===== config.mk =====
export PLATFORM = sky130hd
export DESIGN_NAME = calendar_epoch_converter
export DESIGN_NICKNAME = d
export VERILOG_FILES = /design/src/sv/cec_pkg.sv /design/src/sv/calendar_epoch_converter.sv /design/src/sv/cec_ctrl.sv /design/src/sv/cec_datapath.sv
export SDC_FILE = /design/constraint.sdc
export NUM_CORES = 2
export LEC_CHECK = 0
export BUFFER_PORTS_ARGS = -buffer_cell sky130_fd_sc_hd__clkbuf_2
export CAP_MARGIN = 10
export CORE_UTILIZATION = 30
export CTS_CLUSTER_SIZE = 16
export DETAILED_ROUTE_END_ITERATION = 8
export PLACE_DENSITY_LB_ADDON = 0.08
export SYNTH_ARGS = -nofsm -noshare
export SYNTH_HDL_FRONTEND = slang
export SYNTH_HIERARCHICAL = 1
export SYNTH_SLANG_ARGS = --single-unit

===== constraint.sdc =====
create_clock -name clock -period 17 [get_ports clock]
set_input_delay 2.55 -clock clock [delete_from_list [all_inputs] [get_ports clock]]
set_output_delay 2.55 -clock clock [all_outputs]
set_load 0.01 [all_outputs]

===== src/sv/cec_pkg.sv =====
// Shared types, constants and calendar helper functions for the epoch converter.
package cec_pkg;

   localparam logic [11:0] EPOCH_YEAR = 12'd1970;
   localparam logic [11:0] YEAR_BEFORE_EPOCH = 12'd1969;
   localparam logic [20:0] LEAP_OFFSET = 21'd477;
   // Reciprocals rounded up: 2^35 / 675, 2^21 / 225 and 2^14 / 15.
   localparam logic [25:0] DAY_RECIP = 26'd50903317;
   localparam logic [13:0] HOUR_RECIP = 14'd9321;
   localparam logic [10:0] MIN_RECIP = 11'd1093;
   localparam logic [16:0] SECS_PER_DAY = 17'd86400;
   localparam logic [11:0] SECS_PER_HOUR = 12'd3600;
   localparam logic [5:0] SECS_PER_MIN = 6'd60;
   localparam logic [3:0] LAST_MONTH = 4'd12;

   typedef enum logic [4:0] {
      OP_NONE,
      OP_LOAD,
      OP_M0_DAYS,
      OP_M0_H,
      OP_M0_M,
      OP_M0_S,
      OP_DIV_DAY,
      OP_DAY_DONE,
      OP_DIV_HOUR,
      OP_HOUR_DONE,
      OP_DIV_MIN,
      OP_MIN_DONE,
      OP_SRCH_MID,
      OP_SRCH_CMP,
      OP_YEAR_SUB,
      OP_MON_INIT,
      OP_MON_STEP,
      OP_OUT
   } op_type;

   typedef struct packed {
      op_type     op;
   } cmd_type;

   typedef struct packed {
      logic srch_done;
      logic mon_done;
   } stat_type;

   function automatic logic [4:0] month_len(input logic [3:0] m);
      logic [4:0] r;
      unique case (m)
         4'd1, 4'd3, 4'd5, 4'd7, 4'd8, 4'd10, 4'd12: r = 5'd31;
         4'd4, 4'd6, 4'd9, 4'd11: r = 5'd30;
         4'd2: r = 5'd28;
         default: r = 5'd0;
      endcase
      return r;
   endfunction

   // Days in a common year before the first of the month.
   function automatic logic [8:0] month_start(input logic [3:0] m);
      logic [8:0] r;
      unique case (m)
         4'd1: r = 9'd0;
         4'd2: r = 9'd31;
         4'd3: r = 9'd59;
         4'd4: r = 9'd90;
         4'd5: r = 9'd120;
         4'd6: r = 9'd151;
         4'd7: r = 9'd181;
         4'd8: r = 9'd212;
         4'd9: r = 9'd243;
         4'd10: r = 9'd273;
         4'd11: r = 9'd304;
         4'd12: r = 9'd334;
         default: r = 9'd0;
      endcase
      return r;
   endfunction

   // Exact for every 12-bit value.
   function automatic logic [11:0] div100(input logic [11:0] y);
      logic [24:0] p;
      p = 25'(y) * 25'd5243;
      return 12'(p[24:19]);
   endfunction

   function automatic logic is_leap(input logic [11:0] y);
      logic [11:0] q;
      logic [18:0] back;
      q = div100(y);
      back = 19'(q) * 19'd100;
      if (19'(y) == back) begin
         return q[1:0] == 2'b00;
      end
      return y[1:0] == 2'b00;
   endfunction

   // Days from the epoch to January 1 of year 1970 + n, where y = 1969 + n.
   function automatic logic [20:0] days_before(input logic [11:0] n, input logic [11:0] y);
      logic [20:0] base;
      logic [11:0] y4;
      base = 21'(n) * 21'd365;
      y4 = y >> 2;
      return base + 21'(y4) - 21'(div100(y)) + 21'(div100(y4)) - LEAP_OFFSET;
   endfunction

   // Remainder modulo 7 by folding octal digits, since 8 is 1 modulo 7.
   function automatic logic [2:0] mod7(input logic [15:0] x);
      logic [5:0] s;
      logic [3:0] f;
      s = 6'(x[2:0]) + 6'(x[5:3]) + 6'(x[8:6]) + 6'(x[11:9]) + 6'(x[14:12]) + 6'(x[15]);
      f = 4'(s[5:3]) + 4'(s[2:0]);
      if (f >= 4'd7) begin
         f = f - 4'd7;
      end
      return f[2:0];
   endfunction

endpackage


===== src/sv/calendar_epoch_converter.sv =====
// Top level of the calendar to epoch-seconds converter.
//
//   channel  direction  handshake            payload
//   req      in         req_valid/req_ready  mode, calendar fields, epoch_seconds
//   rsp      out        rsp_valid/rsp_ready  status, out_* fields, weekday
//
// Calendar to seconds runs a day-count step and then three multiply-add stages.
// Seconds to calendar runs the reciprocal divides by 86400, 3600 and 60, then a
// binary year search whose steps pass through test, midpoint and compare, then
// a month scan. The result register frees the unit once loaded; a new
// transaction is taken while the previous result still waits on rsp_ready.
// Reset is synchronous.
module calendar_epoch_converter
   import cec_pkg::*;
#(
   parameter int YEAR_SEARCH_SPAN = 256
)
(
   input  logic        clock,
   input  logic        reset,
   input  logic        req_valid,
   output logic        req_ready,
   input  logic        req_mode,
   input  logic [11:0] req_year,
   input  logic [3:0]  req_month,
   input  logic [4:0]  req_day,
   input  logic [4:0]  req_hour,
   input  logic [5:0]  req_minute,
   input  logic [5:0]  req_second,
   input  logic [31:0] req_epoch_seconds,
   output logic        rsp_valid,
   input  logic        rsp_ready,
   output logic        rsp_status,
   output logic [31:0] rsp_out_seconds,
   output logic [11:0] rsp_out_year,
   output logic [3:0]  rsp_out_month,
   output logic [4:0]  rsp_out_day,
   output logic [4:0]  rsp_out_hour,
   output logic [5:0]  rsp_out_minute,
   output logic [5:0]  rsp_out_second,
   output logic [2:0]  rsp_weekday
);

   cmd_type  cmd;
   stat_type stat;

   cec_ctrl u_ctrl (
      .clock     (clock),
      .reset     (reset),
      .req_valid (req_valid),
      .req_mode  (req_mode),
      .req_ready (req_ready),
      .rsp_valid (rsp_valid),
      .rsp_ready (rsp_ready),
      .cmd       (cmd),
      .stat      (stat)
   );

   cec_datapath #(
      .YEAR_SEARCH_SPAN (YEAR_SEARCH_SPAN)
   ) u_datapath (
      .clock             (clock),
      .cmd               (cmd),
      .stat              (stat),
      .req_mode          (req_mode),
      .req_year          (req_year),
      .req_month         (req_month),
      .req_day           (req_day),
      .req_hour          (req_hour),
      .req_minute        (req_minute),
      .req_second        (req_second),
      .req_epoch_seconds (req_epoch_seconds),
      .rsp_status        (rsp_status),
      .rsp_out_seconds   (rsp_out_seconds),
      .rsp_out_year      (rsp_out_year),
      .rsp_out_month     (rsp_out_month),
      .rsp_out_day       (rsp_out_day),
      .rsp_out_hour      (rsp_out_hour),
      .rsp_out_minute    (rsp_out_minute),
      .rsp_out_second    (rsp_out_second),
      .rsp_weekday       (rsp_weekday)
   );

endmodule


===== src/sv/cec_ctrl.sv =====
// Controller state machine that sequences the converter datapath.
module cec_ctrl
   import cec_pkg::*;
(
   input  logic     clock,
   input  logic     reset,
   input  logic     req_valid,
   input  logic     req_mode,
   output logic     req_ready,
   output logic     rsp_valid,
   input  logic     rsp_ready,
   output cmd_type  cmd,
   input  stat_type stat
);

   typedef enum logic [17:0] {
      ST_IDLE      = 18'b000000000000000001,
      ST_M0_DAYS   = 18'b000000000000000010,
      ST_M0_H      = 18'b000000000000000100,
      ST_M0_M      = 18'b000000000000001000,
      ST_M0_S      = 18'b000000000000010000,
      ST_DIV_DAY   = 18'b000000000000100000,
      ST_DAY_DONE  = 18'b000000000001000000,
      ST_DIV_HOUR  = 18'b000000000010000000,
      ST_HOUR_DONE = 18'b000000000100000000,
      ST_DIV_MIN   = 18'b000000001000000000,
      ST_MIN_DONE  = 18'b000000010000000000,
      ST_SRCH_TEST = 18'b000000100000000000,
      ST_SRCH_MID  = 18'b000001000000000000,
      ST_SRCH_CMP  = 18'b000010000000000000,
      ST_YEAR_SUB  = 18'b000100000000000000,
      ST_MON_INIT  = 18'b001000000000000000,
      ST_MON_STEP  = 18'b010000000000000000,
      ST_FINISH    = 18'b100000000000000000
   } state_type;

   state_type  state_ff, state_in;
   logic       valid_ff, valid_in;
   logic       out_free;

   assign out_free = !valid_ff || rsp_ready;
   assign req_ready = (state_ff == ST_IDLE);
   assign rsp_valid = valid_ff;

   always_comb begin
      state_in = state_ff;
      valid_in = valid_ff && !rsp_ready;
      cmd.op = OP_NONE;
      unique case (state_ff)
         ST_IDLE: begin
            if (req_valid) begin
               cmd.op = OP_LOAD;
               state_in = req_mode ? ST_DIV_DAY : ST_M0_DAYS;
            end
         end
         ST_M0_DAYS: begin
            cmd.op = OP_M0_DAYS;
            state_in = ST_M0_H;
         end
         ST_M0_H: begin
            cmd.op = OP_M0_H;
            state_in = ST_M0_M;
         end
         ST_M0_M: begin
            cmd.op = OP_M0_M;
            state_in = ST_M0_S;
         end
         ST_M0_S: begin
            cmd.op = OP_M0_S;
            state_in = ST_FINISH;
         end
         ST_DIV_DAY: begin
            cmd.op = OP_DIV_DAY;
            state_in = ST_DAY_DONE;
         end
         ST_DAY_DONE: begin
            cmd.op = OP_DAY_DONE;
            state_in = ST_DIV_HOUR;
         end
         ST_DIV_HOUR: begin
            cmd.op = OP_DIV_HOUR;
            state_in = ST_HOUR_DONE;
         end
         ST_HOUR_DONE: begin
            cmd.op = OP_HOUR_DONE;
            state_in = ST_DIV_MIN;
         end
         ST_DIV_MIN: begin
            cmd.op = OP_DIV_MIN;
            state_in = ST_MIN_DONE;
         end
         ST_MIN_DONE: begin
            cmd.op = OP_MIN_DONE;
            state_in = ST_SRCH_TEST;
         end
         ST_SRCH_TEST: begin
            state_in = stat.srch_done ? ST_YEAR_SUB : ST_SRCH_MID;
         end
         ST_SRCH_MID: begin
            cmd.op = OP_SRCH_MID;
            state_in = ST_SRCH_CMP;
         end
         ST_SRCH_CMP: begin
            cmd.op = OP_SRCH_CMP;
            state_in = ST_SRCH_TEST;
         end
         ST_YEAR_SUB: begin
            cmd.op = OP_YEAR_SUB;
            state_in = ST_MON_INIT;
         end
         ST_MON_INIT: begin
            cmd.op = OP_MON_INIT;
            state_in = ST_MON_STEP;
         end
         ST_MON_STEP: begin
            cmd.op = OP_MON_STEP;
            if (stat.mon_done) begin
               state_in = ST_FINISH;
            end
         end
         ST_FINISH: begin
            if (out_free) begin
               cmd.op = OP_OUT;
               valid_in = 1'b1;
               state_in = ST_IDLE;
            end
         end
         default: begin
            state_in = ST_IDLE;
         end
      endcase
   end

   always_ff @(posedge clock) begin
      if (reset) begin
         state_ff <= ST_IDLE;
         valid_ff <= 1'b0;
      end else begin
         state_ff <= state_in;
         valid_ff <= valid_in;
      end
   end

endmodule


===== src/sv/cec_datapath.sv =====
// Datapath: operand registers, constant divides, year search, month scan and result register.
module cec_datapath
   import cec_pkg::*;
#(
   parameter int YEAR_SEARCH_SPAN = 256
)
(
   input  logic        clock,
   input  cmd_type     cmd,
   output stat_type    stat,
   input  logic        req_mode,
   input  logic [11:0] req_year,
   input  logic [3:0]  req_month,
   input  logic [4:0]  req_day,
   input  logic [4:0]  req_hour,
   input  logic [5:0]  req_minute,
   input  logic [5:0]  req_second,
   input  logic [31:0] req_epoch_seconds,
   output logic        rsp_status,
   output logic [31:0] rsp_out_seconds,
   output logic [11:0] rsp_out_year,
   output logic [3:0]  rsp_out_month,
   output logic [4:0]  rsp_out_day,
   output logic [4:0]  rsp_out_hour,
   output logic [5:0]  rsp_out_minute,
   output logic [5:0]  rsp_out_second,
   output logic [2:0]  rsp_weekday
);

   localparam int SW = $clog2(YEAR_SEARCH_SPAN + 1);

   logic        mode_ff;
   logic [11:0] year_ff;
   logic [3:0]  month_ff;
   logic [4:0]  day_ff;
   logic [4:0]  hour_ff;
   logic [5:0]  minute_ff;
   logic [5:0]  second_ff;
   logic [31:0] s_ff;
   logic        err_ff;
   logic [20:0] days0_ff;
   logic [31:0] t_ff;
   logic [16:0] r_ff;
   logic [15:0] days_ff;
   logic [2:0]  wd_ff;
   logic [SW-1:0] lo_ff, hi_ff, mid_ff;
   logic [20:0] dbmid_ff;
   logic [15:0] dayr_ff;
   logic [11:0] oyear_ff;
   logic        leap_ff;
   logic [8:0]  acc_ff;
   logic [3:0]  mi_ff;
   logic [3:0]  mon_ff;

   logic [50:0] day_prod;
   logic [26:0] hour_prod;
   logic [20:0] min_prod;
   logic        leap0;
   logic [5:0]  lim;
   logic        bad;
   logic [SW:0] mid_sum;
   logic [20:0] db_lo;
   logic [8:0]  next_acc;
   logic        mon_hit;

   always_comb begin
      // Divides by 86400, 3600 and 60 as a shift and a reciprocal multiplication.
      day_prod = 51'(s_ff[31:7]) * 51'(DAY_RECIP);
      hour_prod = 27'(r_ff[16:4]) * 27'(HOUR_RECIP);
      min_prod = 21'(r_ff[11:2]) * 21'(MIN_RECIP);

      leap0 = is_leap(year_ff);
      lim = 6'(month_len(month_ff)) + ((month_ff == 4'd2) ? 6'(leap0) : 6'd0);
      bad = (year_ff < EPOCH_YEAR) || (month_ff < 4'd1) || (month_ff > LAST_MONTH) ||
            (hour_ff > 5'd23) || (minute_ff > 6'd59) || (second_ff > 6'd59) ||
            (day_ff == 5'd0) || (6'(day_ff) > lim);

      mid_sum = ((SW+1)'(lo_ff) + (SW+1)'(hi_ff) + (SW+1)'(1)) >> 1;
      db_lo = days_before(12'(lo_ff), YEAR_BEFORE_EPOCH + 12'(lo_ff));

      next_acc = month_start(mi_ff) + 9'(month_len(mi_ff)) +
                 ((mi_ff != 4'd1) ? 9'(leap_ff) : 9'd0);
      mon_hit = 16'(next_acc) > dayr_ff;
   end

   assign stat.srch_done = (lo_ff == hi_ff);
   assign stat.mon_done = mon_hit || (mi_ff == LAST_MONTH);

   always_ff @(posedge clock) begin
      unique case (cmd.op)
         OP_LOAD: begin
            mode_ff <= req_mode;
            year_ff <= req_year;
            month_ff <= req_month;
            day_ff <= req_day;
            hour_ff <= req_hour;
            minute_ff <= req_minute;
            second_ff <= req_second;
            s_ff <= req_epoch_seconds;
         end
         OP_M0_DAYS: begin
            err_ff <= bad;
            days0_ff <= days_before(year_ff - EPOCH_YEAR, year_ff - 12'd1) +
                        21'(month_start(month_ff)) +
                        (((month_ff >= 4'd3) && leap0) ? 21'd1 : 21'd0) +
                        21'(day_ff) - 21'd1;
         end
         OP_M0_H: t_ff <= 32'(days0_ff) * 32'd24 + 32'(hour_ff);
         OP_M0_M: t_ff <= t_ff * 32'd60 + 32'(minute_ff);
         OP_M0_S: t_ff <= t_ff * 32'd60 + 32'(second_ff);
         OP_DIV_DAY: begin
            days_ff <= day_prod[50:35];
         end
         OP_DAY_DONE: begin
            wd_ff <= mod7(days_ff + 16'd3) + 3'd1;
            r_ff <= 17'(s_ff - 32'(days_ff) * 32'(SECS_PER_DAY));
         end
         OP_DIV_HOUR: begin
            hour_ff <= hour_prod[25:21];
         end
         OP_HOUR_DONE: begin
            r_ff <= r_ff - 17'(hour_ff) * 17'(SECS_PER_HOUR);
         end
         OP_DIV_MIN: begin
            minute_ff <= min_prod[19:14];
         end
         OP_MIN_DONE: begin
            second_ff <= 6'(r_ff - 17'(minute_ff) * 17'(SECS_PER_MIN));
            lo_ff <= '0;
            hi_ff <= SW'(YEAR_SEARCH_SPAN);
         end
         OP_SRCH_MID: begin
            mid_ff <= mid_sum[SW-1:0];
            dbmid_ff <= days_before(12'(mid_sum[SW-1:0]),
                                    YEAR_BEFORE_EPOCH + 12'(mid_sum[SW-1:0]));
         end
         OP_SRCH_CMP: begin
            if (dbmid_ff <= 21'(days_ff)) begin
               lo_ff <= mid_ff;
            end else begin
               hi_ff <= mid_ff - SW'(1);
            end
         end
         OP_YEAR_SUB: begin
            dayr_ff <= days_ff - db_lo[15:0];
            oyear_ff <= EPOCH_YEAR + 12'(lo_ff);
         end
         OP_MON_INIT: begin
            leap_ff <= is_leap(oyear_ff);
            acc_ff <= 9'd0;
            mi_ff <= 4'd1;
            mon_ff <= LAST_MONTH;
         end
         OP_MON_STEP: begin
            if (mon_hit) begin
               mon_ff <= mi_ff;
            end else begin
               acc_ff <= next_acc;
               mi_ff <= mi_ff + 4'd1;
            end
         end
         OP_OUT: begin
            if (!mode_ff) begin
               rsp_status <= err_ff;
               rsp_out_seconds <= err_ff ? 32'd0 : t_ff;
               rsp_out_year <= 12'd0;
               rsp_out_month <= 4'd0;
               rsp_out_day <= 5'd0;
               rsp_out_hour <= 5'd0;
               rsp_out_minute <= 6'd0;
               rsp_out_second <= 6'd0;
               rsp_weekday <= 3'd0;
            end else begin
               rsp_status <= 1'b0;
               rsp_out_seconds <= 32'd0;
               rsp_out_year <= oyear_ff;
               rsp_out_month <= mon_ff;
               rsp_out_day <= 5'(dayr_ff - 16'(acc_ff) + 16'd1);
               rsp_out_hour <= hour_ff;
               rsp_out_minute <= minute_ff;
               rsp_out_second <= second_ff;
               rsp_weekday <= wd_ff;
            end
         end
         default: begin
         end
      endcase
   end

endmodule


==> metrics.md <==
| Metric | Value |
|---|---|
| Status | complete, no violations |
| Syn-to-layout area delta | 9.84% |
| # IOs | 151 |
| Post-route DRC | 0 |
| Worst VDD drop | 405 uV |
| Layout Skew | 0.0691 ns |
| Drt total wl | 161000 um |
| Hold path start | u_datapath/t_ff[31] |
| CP Depth | 51 |
| Drt pass-1 iters | 5 |
| Synth async-reset ratio | 0 |
| Synth unique cells | 99 |
| Max Slew Vio Count | 0 |
| Setup violations, final | 0 |
| Fmax | 0.0682 GHz |
| PostCTS Resize Cnt | 0 |
| Period Utilization, post-route | 0.863 |
| Post-synth EDFFs | 325 |
| Initial antenna violation count | 8 |
| WL/cell | 17.7 um |
| Worst rel slew slack | 0.239 |
| Cell count after synthesis | 6123 |
| Max Cap Viol | 0 |
| CTS tree | done |
| Port bufs | 150 |
| Final hold violation count | 0 |
| Synth Cell Area | 62400 um^2 |
| H-tree depth | 2 |
| WP data required | 17.50 ns |
| Setup CP Type | flop to flop |
| Most common cell after layout, fill and taps aside | ha_1 |
| Worst Path Arrival | 15.18 ns |
| Flop-to-flop setup slack | 2.33 ns |
| Chip width | 458 um |
| Clock Latency Late Sink | 0.73 ns |
| Die H | 458 um |
| Via count | 41400 |
| Longest Clk Path Bufs | 3 |
| Max incr delay on CP | 0.74 ns |
| Placer Congestion | 0.832 |
| Final ANT Viol Nets | 0 |
| Pleak | 33.7 nW |
| Filler instances | 21300 |
| Family with the most delay on the worst path | adder cells |
| Syn avg cell area | 10.2 um^2 |
| Vias in the first global route | 44700 |
| Layout Nets | 8524 |
| Dpl cells | 8969 |
| Crit path launch | u_datapath/lo_ff[0] |
| Post-detail-place hpwl | 137000 um |
| Worst hold stages | 1 |
| Total CTS buffers | 54 |
| Setup crit end | u_datapath/dbmid_ff[20] |
| Final Non-Filler Cells | 9073 |
| Num rows | 167 |
| WP buf/inv | 7 |
| DRT iter0 DRCs | 1721 |
| Reg2Reg Depth | 51 |
| Most frequent cells in the layout | ha_1 (1394), inv_1 (1326), fa_1 (734) |
| Initial Util | 0.302 |
| Pin count of the biggest net entering global routing | 65 |
| Tmin final | 14.67 ns |
| Post-CTS Setup Bufs | 0 |
| RR Endpoint | u_datapath/dbmid_ff[20] |
| Worst-margin pin slew | 1.11 ns |
| #FFs+latches synth | 368 |
| Hold_ws | 0.523 ns |
| Cell mode on critical path | fa_1 |
| Worst setup EP type | flop |
| Largest fanout on the critical path | 14 |
| Core area | 207000 um^2 |
| Pwr dens | 197 nW/um^2 |
| R2r startpoint | u_datapath/lo_ff[0] |
| Ys flop type | edfxtp_1 |
| DR vias/cell | 4.56 |
| Share of layout cells above drive strength 1 | 0.0584 |
| Hold_buf cts | 0 |
| First-pass GRT wire length | 258000 um |
| Setup tns final | 0 ns |
| Die footprint | 210000 um^2 |
| Synth warn | 6 |
| Seq/Total Area, Yosys | 0.170 |
| Crit path launch type | flop |
| GRT Overall Usage | 0.157 |
| Grt total ovfl | 0 |
| RSZ-0062 raised after global routing | false |
| Clk sinks | 368 |
| Hold WC Path Type | flop to flop |
| Clock root cell | clkbuf_16 |
| Synth Net Count | 8326 |
| Clock slew at reported path FFs | 0.06 ns |
| CP max-delay cell | edfxtp_1 |
## power by group
part / internal (W) / switching, W
Combinational: 0.00483 / 0.00604
Sequential: 0.00140 / 0.0000779
Clock: 0.000660 / 0.000503
## cell usage after synthesis (all sizes together), types with 27 or more instances
library cell / number / area share
nor3: 72 / 0.0058
o21a: 50 / 0.0060
a21oi: 244 / 0.020
clkbuf: 51 / 0.0031
o21ai: 182 / 0.015
nand2: 204 / 0.012
nand3: 75 / 0.0061
o21bai: 40 / 0.0048
and2: 111 / 0.011
nor4: 27 / 0.0036
fa: 734 / 0.24
dfxtp: 43 / 0.014
and3: 31 / 0.0031
nand2b: 40 / 0.0040
nand4: 38 / 0.0041
inv: 1327 / 0.080
ha: 1394 / 0.28
xor2: 112 / 0.016
edfxtp: 325 / 0.16
a21o: 100 / 0.012
xnor2: 268 / 0.038
nor2: 215 / 0.013
nor2b: 54 / 0.0055
## stage by stage
stage	worst slack, ns	power, W	utilization	cell area, um^2
after floorplan	4.12	0.00988	-	62400
after global placement	2.43	0.0125	0.323	66700
after detailed placement	2.29	0.0124	0.323	66700
after CTS	2.16	0.0138	0.331	68500
after global routing	1.04	0.0154	0.331	68500
final	2.33	0.0135	0.331	68500
## state kept, by name (all words and copies together) (netlist names), 9 cells and up, named ones only
signal	count
u_datapath/rsp_out_seconds	32
u_datapath/year_ff	12
u_datapath/r_ff	17
u_datapath/dbmid_ff	21
u_ctrl/state_ff	18
u_datapath/s_ff	32
u_datapath/rsp_out_year	12
u_datapath/hi_ff	9
u_datapath/dayr_ff	16
u_datapath/mid_ff	9
u_datapath/t_ff	32
u_datapath/days0_ff	21
u_datapath/oyear_ff	12
u_datapath/lo_ff	9
u_datapath/days_ff	16
## cells by family (layout without fill, tap and decap cells)
logic type | count (synthesis) | after routing | share of synthesized area
mux | 39 | 39 | 0.00652
fa+ha+maj | 2128 | 2128 | 0.515
flops | 368 | 368 | 0.170
simple gates | 986 | 986 | 0.0839
buf+inv | 1386 | 1629 | 0.0838
xor+xnor | 383 | 383 | 0.0544
compound gates | 833 | 833 | 0.0859
other cells | 0 | 3 | 0
## layout make-up
cell class,instances,area (um^2),area share
well taps,2704,3380,0.0494
clock inverters,33,372,0.00542
flip-flops and latches,368,10600,0.155
multi-input cells,4369,46600,0.680
diodes,3,7.51,0.000110
clock buffers,68,1420,0.0208
repair buffers,201,1130,0.0165
inverters,1327,4980,0.0727
## worst min-delay path by stage
stage | to
final | u_datapath/rsp_out_seconds[31]
after global routing | u_datapath/rsp_out_seconds[31]
after CTS | u_datapath/rsp_out_seconds[31]
after detailed placement | u_datapath/rsp_out_seconds[31]
after global placement | u_datapath/rsp_out_seconds[31]
after floorplan | u_datapath/r_ff[4]
## per-layer routing
layer  GRT usage  vias to the layer above  wire, um
met1       0.225                    20000     81100
li1            -                    20800         -
met2       0.256                      401     72500
met5           0                        -         0
met3      0.0180                      118      4140
met4      0.0278                        0      2780
Power figures use the tool's default switching activity.
